**src/sv/plie_pkg.sv**
```systemverilog
package plie_pkg;

  localparam logic [1:0] CMD_INSERT = 2'd0;
  localparam logic [1:0] CMD_ERASE  = 2'd1;
  localparam logic [1:0] CMD_READ   = 2'd2;

  localparam logic [1:0] ST_DONE  = 2'd0;
  localparam logic [1:0] ST_RANGE = 2'd1;
  localparam logic [1:0] ST_FULL  = 2'd2;

  typedef struct packed {
    logic [1:0]         command;
    logic [5:0]         first_position;
    logic [5:0]         last_position;
    logic signed [31:0] new_value;
  } plie_in_t;

  typedef struct packed {
    logic signed [31:0] read_value;
    logic [1:0]         status;
    logic [6:0]         removed_count;
    logic [6:0]         list_length;
  } plie_out_t;

  // controller to datapath
  typedef struct packed {
    logic load;
    logic init_idx;
    logic step;
    logic mem_rd;
    logic mem_wr;
    logic put;
    logic finish;
  } plie_ctrl_t;

  // datapath to controller
  typedef struct packed {
    logic [1:0] command;
    logic       full;
    logic       erase_ok;
    logic       read_ok;
    logic       more;
  } plie_stat_t;

endpackage

```
**src/sv/positional_list_insert_erase.sv**
```systemverilog
// Ordered list of up to CAPACITY signed 32-bit values addressed by position,
// with insert-before, inclusive range erase and read. A command beat is taken
// when start is high and busy is low; its single result shows on result for
// exactly one cycle with done high, and the receiver cannot stall it, so take
// it in that cycle. The list lives in a single-port-style memory with one
// write and one registered read per cycle, so elements move one at a time,
// read in LOOP and written in MOVE_WR. Insert shifts up the elements from
// the position (clamped to length) on, then writes the new value; erase
// shifts down those behind the range; read and refused commands move none.
// Done follows in the cycle after the last busy cycle. A new command may be
// started in the cycle done is shown. No clearing pass is needed after reset.
module positional_list_insert_erase import plie_pkg::*; #(
  parameter int CAPACITY = 64
) (
  input  logic      clk,
  input  logic      rst,
  input  logic      start,
  output logic      busy,
  input  plie_in_t  item,
  output plie_out_t result,
  output logic      done
);

  plie_ctrl_t ctrl;
  plie_stat_t stat;

  plie_ctrl u_ctrl (
    .clk   (clk),
    .rst   (rst),
    .start (start),
    .stat  (stat),
    .ctrl  (ctrl),
    .busy  (busy)
  );

  plie_dp #(
    .CAPACITY (CAPACITY)
  ) u_dp (
    .clk    (clk),
    .rst    (rst),
    .item   (item),
    .ctrl   (ctrl),
    .stat   (stat),
    .result (result),
    .done   (done)
  );

endmodule

```
**src/sv/plie_ctrl.sv**
```systemverilog
module plie_ctrl import plie_pkg::*; (
  input  logic       clk,
  input  logic       rst,
  input  logic       start,
  input  plie_stat_t stat,
  output plie_ctrl_t ctrl,
  output logic       busy
);

  typedef enum logic [4:0] {
    IDLE    = 5'b00001,
    DECODE  = 5'b00010,
    LOOP    = 5'b00100,
    MOVE_WR = 5'b01000,
    RD_WAIT = 5'b10000
  } state_t;

  state_t state, state_next;

  always_ff @(posedge clk) begin
    if (rst) begin
      state <= IDLE;
    end else begin
      state <= state_next;
    end
  end

  always_comb begin
    state_next = state;
    ctrl       = '0;
    case (state)
      IDLE: begin
        if (start) begin
          ctrl.load  = 1'b1;
          state_next = DECODE;
        end
      end
      DECODE: begin
        case (stat.command)
          CMD_INSERT: begin
            if (stat.full) begin
              ctrl.finish = 1'b1;
              state_next  = IDLE;
            end else begin
              ctrl.init_idx = 1'b1;
              state_next    = LOOP;
            end
          end
          CMD_ERASE: begin
            if (stat.erase_ok) begin
              ctrl.init_idx = 1'b1;
              state_next    = LOOP;
            end else begin
              ctrl.finish = 1'b1;
              state_next  = IDLE;
            end
          end
          CMD_READ: begin
            if (stat.read_ok) begin
              ctrl.mem_rd = 1'b1;
              state_next  = RD_WAIT;
            end else begin
              ctrl.finish = 1'b1;
              state_next  = IDLE;
            end
          end
          default: begin
            ctrl.finish = 1'b1;
            state_next  = IDLE;
          end
        endcase
      end
      LOOP: begin
        if (stat.more) begin
          ctrl.mem_rd = 1'b1;
          state_next  = MOVE_WR;
        end else begin
          // shifting is over: drop the new value into its slot on insert
          ctrl.put    = (stat.command == CMD_INSERT);
          ctrl.finish = 1'b1;
          state_next  = IDLE;
        end
      end
      MOVE_WR: begin
        ctrl.mem_wr = 1'b1;
        ctrl.step   = 1'b1;
        state_next  = LOOP;
      end
      RD_WAIT: begin
        ctrl.finish = 1'b1;
        state_next  = IDLE;
      end
      default: begin
        state_next = IDLE;
      end
    endcase
  end

  assign busy = (state != IDLE);

endmodule

```
**src/sv/plie_dp.sv**
```systemverilog
module plie_dp import plie_pkg::*; #(
  parameter int CAPACITY = 64
) (
  input  logic       clk,
  input  logic       rst,
  input  plie_in_t   item,
  input  plie_ctrl_t ctrl,
  output plie_stat_t stat,
  output plie_out_t  result,
  output logic       done
);

  localparam int AW = (CAPACITY > 1) ? $clog2(CAPACITY) : 1;
  localparam int CW = $clog2(CAPACITY + 1);
  localparam int PW = (CW > 6) ? CW : 6;

  logic signed [31:0] mem [CAPACITY];
  logic signed [31:0] rdata;

  plie_in_t        cur;
  logic [CW-1:0]   count;
  logic [CW-1:0]   count_next;
  logic [PW-1:0]   idx;

  logic [PW-1:0]   first_w, last_w, count_w, pos_w, end_w, removed_w, src_w;
  logic            is_ins, is_era, is_rd;
  logic [AW-1:0]   raddr, waddr;
  logic signed [31:0] wdata;

  assign is_ins  = (cur.command == CMD_INSERT);
  assign is_era  = (cur.command == CMD_ERASE);
  assign is_rd   = (cur.command == CMD_READ);
  assign first_w = PW'(cur.first_position);
  assign last_w  = PW'(cur.last_position);
  assign count_w = PW'(count);

  assign pos_w     = (first_w < count_w) ? first_w : count_w;
  assign end_w     = (last_w < count_w) ? last_w : (count_w - PW'(1));
  assign removed_w = end_w - first_w + PW'(1);

  assign stat.command  = cur.command;
  assign stat.full     = (count_w >= PW'(CAPACITY));
  assign stat.read_ok  = (first_w < count_w);
  assign stat.erase_ok = (count_w != '0) && (first_w <= last_w) && (first_w < count_w);
  assign stat.more     = is_ins ? (idx > pos_w) : ((idx + removed_w) < count_w);

  // source of a move beat: one below on insert, one range above on erase
  assign src_w = is_rd ? first_w : (is_ins ? (idx - PW'(1)) : (idx + removed_w));
  assign raddr = src_w[AW-1:0];
  assign waddr = ctrl.put ? pos_w[AW-1:0] : idx[AW-1:0];
  assign wdata = ctrl.put ? cur.new_value : rdata;

  always_ff @(posedge clk) begin
    if (ctrl.mem_rd) begin
      rdata <= mem[raddr];
    end
    if (ctrl.mem_wr || ctrl.put) begin
      mem[waddr] <= wdata;
    end
  end

  always_ff @(posedge clk) begin
    if (ctrl.load) begin
      cur <= item;
    end
    if (ctrl.init_idx) begin
      idx <= is_ins ? count_w : first_w;
    end else if (ctrl.step) begin
      idx <= is_ins ? (idx - PW'(1)) : (idx + PW'(1));
    end
  end

  always_comb begin
    count_next = count;
    if (ctrl.finish) begin
      if (is_ins && !stat.full) begin
        count_next = count + CW'(1);
      end else if (is_era && stat.erase_ok) begin
        count_next = count - removed_w[CW-1:0];
      end
    end
  end

  always_ff @(posedge clk) begin
    if (rst) begin
      count <= '0;
      done  <= 1'b0;
    end else begin
      count <= count_next;
      done  <= ctrl.finish;
    end
  end

  always_ff @(posedge clk) begin
    if (ctrl.finish) begin
      result.read_value    <= (is_rd && stat.read_ok) ? rdata : 32'sd0;
      result.removed_count <= (is_era && stat.erase_ok) ? 7'(removed_w) : 7'd0;
      result.list_length   <= 7'(count_next);
      if (is_ins && stat.full) begin
        result.status <= ST_FULL;
      end else if (is_rd && !stat.read_ok) begin
        result.status <= ST_RANGE;
      end else begin
        result.status <= ST_DONE;
      end
    end
  end

endmodule

```
**config.mk**
```make
export PLATFORM = sky130hd
export DESIGN_NAME = positional_list_insert_erase
export DESIGN_NICKNAME = d
export VERILOG_FILES = /design/src/sv/plie_pkg.sv /design/src/sv/positional_list_insert_erase.sv /design/src/sv/plie_ctrl.sv /design/src/sv/plie_dp.sv
export SDC_FILE = /design/constraint.sdc
export NUM_CORES = 2
export LEC_CHECK = 0
export BUFFER_PORTS_ARGS = -buffer_cell sky130_fd_sc_hd__buf_2
export CORE_AREA = 2 2 383 669
export DETAILED_ROUTE_END_ITERATION = 10
export DIE_AREA = 0 0 385 671
export GPL_ROUTABILITY_DRIVEN = 0
export PLACE_DENSITY_LB_ADDON = 0.3
export SETUP_SLACK_MARGIN = 0.3
export SLEW_MARGIN = 20
export SYNTH_ARGS = -nofsm -noshare
export SYNTH_HDL_FRONTEND = slang
export SYNTH_HIERARCHICAL = 1
export SYNTH_SLANG_ARGS = --single-unit
```
**constraint.sdc**
```tcl
create_clock -name clk -period 14.95 [get_ports clk]
set_input_delay 0.7475 -clock clk [delete_from_list [all_inputs] [get_ports clk]]
set_output_delay 0.7475 -clock clk [all_outputs]
set_load 0.02 [all_outputs]
```
==> load_flow_metrics.sql <==
INSERT INTO impl_metrics (metric_group, metric, value, unit) VALUES
('run_status', 'outcome', 'complete, no violations', ''),
('cts', 'cts_htree_levels', '4', ''),
('synthesis', 'synth_sequential_area_ratio', '0.7472', ''),
('worst_setup_path', 'timing.critical_path.fanout_max', '46', ''),
('global_routing', 'gr-usage-all-layers', '0.2012', ''),
('timing', 'timing_hold_violations_final', '0', ''),
('cells_and_area', 'layout-drive-gt1-share', '0.1631', ''),
('cts', 'cts_num_sinks', '2194', ''),
('worst_setup_path', 'worstReg2RegStart', 'u_dp/count[2]$_SDFF_PP0_', ''),
('worst_setup_path', 'cell_occurring_most_often_along_the_worst_timing_path', 'sky130_fd_sc_hd__ha_1', ''),
('cts', 'ctsResizeCount', '0', ''),
('cells_and_area', 'leading_cell_type_in_the_layout_fill_and_taps_excluded', 'sky130_fd_sc_hd__edfxtp_1', ''),
('placement', 'numPortBuffers', '98', ''),
('cells_and_area', 'finish.cell_count_without_fillers', '9099', ''),
('synthesis', 'post_synth_num_cell_types', '86', ''),
('synthesis', 'biggest_area_contributors_in_the_synthesized_netlist', 'sky130_fd_sc_hd__edfxtp_1 74%, sky130_fd_sc_hd__mux4_2 6.7%, sky130_fd_sc_hd__nand2_1 5.2%', ''),
('synthesis', 'synthesis.instances', '5474', ''),
('hold_path', 'min_from', 'item[21]', ''),
('timing', 'period_share', '0.6894', ''),
('cts', 'worstSkewPairLatency', '0.86', 'ns'),
('worst_setup_path', 'critical_path_arrival', '10.74', 'ns'),
('worst_setup_path', 'timing.critical_path.required', '15.38', 'ns'),
('power', 'max-vdd-ir-drop', '88.72', 'uV'),
('cells_and_area', 'num-nets-final', '5713', ''),
('timing', 'finalSetupViolations', '0', ''),
('detailed_routing', 'dr_total_vias', '49820', ''),
('detailed_routing', 'wirelength', '265.2', 'mm'),
('global_routing', 'gr-total-overflow', '0', ''),
('detailed_routing', 'vias_per_cell', '5.476', ''),
('synthesis', 'yosysWarnings', '6', ''),
('floorplanning', 'design.die.area', '258300', 'sq um'),
('cts', 'postCtsSetupBuffers', '0', ''),
('floorplanning', 'die_w', '385', 'um'),
('synthesis', 'synth_seq_cells', '2194', ''),
('synthesis', 'top_cell_type_by_total_area_after_synthesis', 'sky130_fd_sc_hd__edfxtp_1', ''),
('floorplanning', 'die-height', '671', 'um'),
('synthesis', 'syn-num-nets', '5583', ''),
('floorplanning', 'num_rows', '244', ''),
('power', 'power_leakage', '0.03237', 'uW'),
('timing', 'max_clock_freq', '0.09702', 'GHz'),
('timing', 'setup-tns-final', '0', 'ns'),
('cts', 'clkSlewWorstSetupHoldPaths', '0.06', 'ns'),
('placement', 'hpwlAfterDp', '161.4', 'mm'),
('detailed_routing', 'drt_pre_antenna_iters', '6', ''),
('worst_setup_path', 'timing.critical_path.slowest_stage_cell', 'sky130_fd_sc_hd__nor2_4', ''),
('placement', 'detailed_place.area', '93050', 'sq um'),
('detailed_routing', 'remaining_drc_errors', '0', ''),
('timing', 'final_period_minus_worst_setup_slack', '10.31', 'ns'),
('worst_setup_path', 'setup.worst_path.start_class', 'register', ''),
('synthesis', 'synth.avg_cell_area', '16.08', 'sq um'),
('job', 'cap_viol_max_count', '0', ''),
('global_routing', 'grt_antenna_before_repair', '12', ''),
('worst_setup_path', 'criticalPathCategory', 'reg2reg', ''),
('cells_and_area', 'layout-area-overhead-vs-synth', '13.20', '%'),
('detailed_routing', 'drt_iter0_markers', '5706', ''),
('synthesis', 'synth_top_cell_area_share', '0.7442', ''),
('detailed_routing', 'antenna_violating_nets_left', '0', ''),
('cells_and_area', 'final_cell_area', '99620', 'sq um'),
('cts', 'clk_root_buffer_cell', 'sky130_fd_sc_hd__clkbuf_16', ''),
('timing', 'slew_at_the_pin_closest_to_its_max_slew_limit', '1.331', 'ns'),
('worst_setup_path', 'setup.worst_path.end_class', 'register', ''),
('synthesis', 'synth_edf_count', '2181', ''),
('synthesis', 'async_reset_ff_frac', '0', ''),
('detailed_routing', 'route.detailed.wl_per_inst', '29.15', 'um'),
('power', 'pwr_density_cell', '149.7', 'nW/um^2'),
('synthesis', 'dominantRegCellSynth', 'sky130_fd_sc_hd__edfxtp_1', ''),
('worst_setup_path', 'critPathMaxStageDelay', '1.15', 'ns'),
('cts', 'cts_max_path_buffers', '4', ''),
('floorplanning', 'floorplan.core_area', '252500', 'sq um'),
('timing', 'finClkSkew', '0.05546', 'ns'),
('timing', 'max-slew-margin-rel', '0.1124', '');
logic make-up after synthesis:
kind of cell	after synthesis	synth area share
other	1	0.00004261
adders and majority gates	60	0.008787
AOI/OAI and AO/OA	464	0.03955
DFF	2194	0.7472
xor gates and xnor gates	29	0.003043
muxes	347	0.07962
buffers and inverters	365	0.02117
and+or+nand+nor	2014	0.1006
Yosys cell counts, drive strengths merged (4+ instances only):
master,number
a211oi,5
a21o,18
a21oi,75
a221oi,20
a22o,19
a22oi,11
a311o,21
a311oi,126
a31oi,49
and2,42
and3,131
and3b,5
buf,190
clkbuf,136
dfxtp,13
edfxtp,2181
ha,57
inv,39
mux2,42
mux2i,31
mux4,274
nand2,1219
nand2b,11
nand3,344
nand3b,9
nand4,12
nor2,130
nor2b,14
nor3,66
nor3b,4
nor4,4
o211ai,19
o21a,7
o21ai,54
o22ai,11
o31ai,5
o32ai,4
or2,6
or4b,5
xnor2,16
xor2,12
through the flow:
stage          hold slack [ns]    util  total power, uW  setup slack [ns]
2_1_floorplan           0.5089       -             8709             4.039
3_3_place_gp            0.5971  0.3670            10110             4.979
3_5_place_dp            0.5817  0.3685            10120             4.824
4_1_cts                0.03265  0.3923            14980             4.763
5_1_grt                0.05763  0.3945            15300             4.264
6_report               0.08365  0.3946            14910             4.643
registers in the layout, summed over array words and instances, names as in the netlist:
name,cells
u_dp/cur,44
u_dp/stat,2
u_dp/count,7
u_dp/idx,7
u_dp/mem,2048
u_dp/rdata,32
u_dp/result,48
u_dp/done,1
u_ctrl/state,5
routing by layer:
layer / GRT usage / share of wire / vias up
met1: 0.2459 / 0.37 / 25990
li1: - / - / 21330
met4: 0.1106 / 0.062 / 4
met3: 0.02426 / 0.061 / 444
met2: 0.3447 / 0.50 / 2061
met5: 0 / 0.00010 / -
critical path: cells and delay by family, from the launching register on:
family | cells | cell delay [ns]
adder cells (fa/ha/maj) | 6 | 1.94
AO/OA/AOI/OAI | 9 | 2.77
XOR/XNOR | 1 | 0.38
flip-flops | 1 | 0.62
multiplexers | 1 | 0.38
buffers and inverters | 4 | 0.69
AND/OR/NAND/NOR | 8 | 2.96
final cells by class:
cell class	count	area, sq um
clock inverters	108	903.4
diodes	22	55.05
fillers	22850	152900
well taps	3321	4155
clock buffers	242	5109
multi-input cells	2915	21070
inverters	39	146.4
flip-flops and latches	2194	65750
repair buffers	258	2427
power by group:
part	total [uW]	leakage, uW	internal (uW)	switching (uW)
clock network	4920	0.00291	2660	2260
registers	6750	0.0198	6730	17.3
logic	3250	0.00969	964	2280
total	14900	0.0324	10300	4560
worst paths after layout:
path,cells after the start,to
worst max-delay path,29,u_dp/mem[7][6]$_DFFE_PP_
worst min-delay path,1,u_dp/cur[21]$_DFFE_PP_
worst max register to register,29,u_dp/mem[7][6]$_DFFE_PP_
worst min register to register,1,u_dp/result[28]$_SDFFCE_PN0P_
No activity file was read; power rests on OpenSTA's default activity.
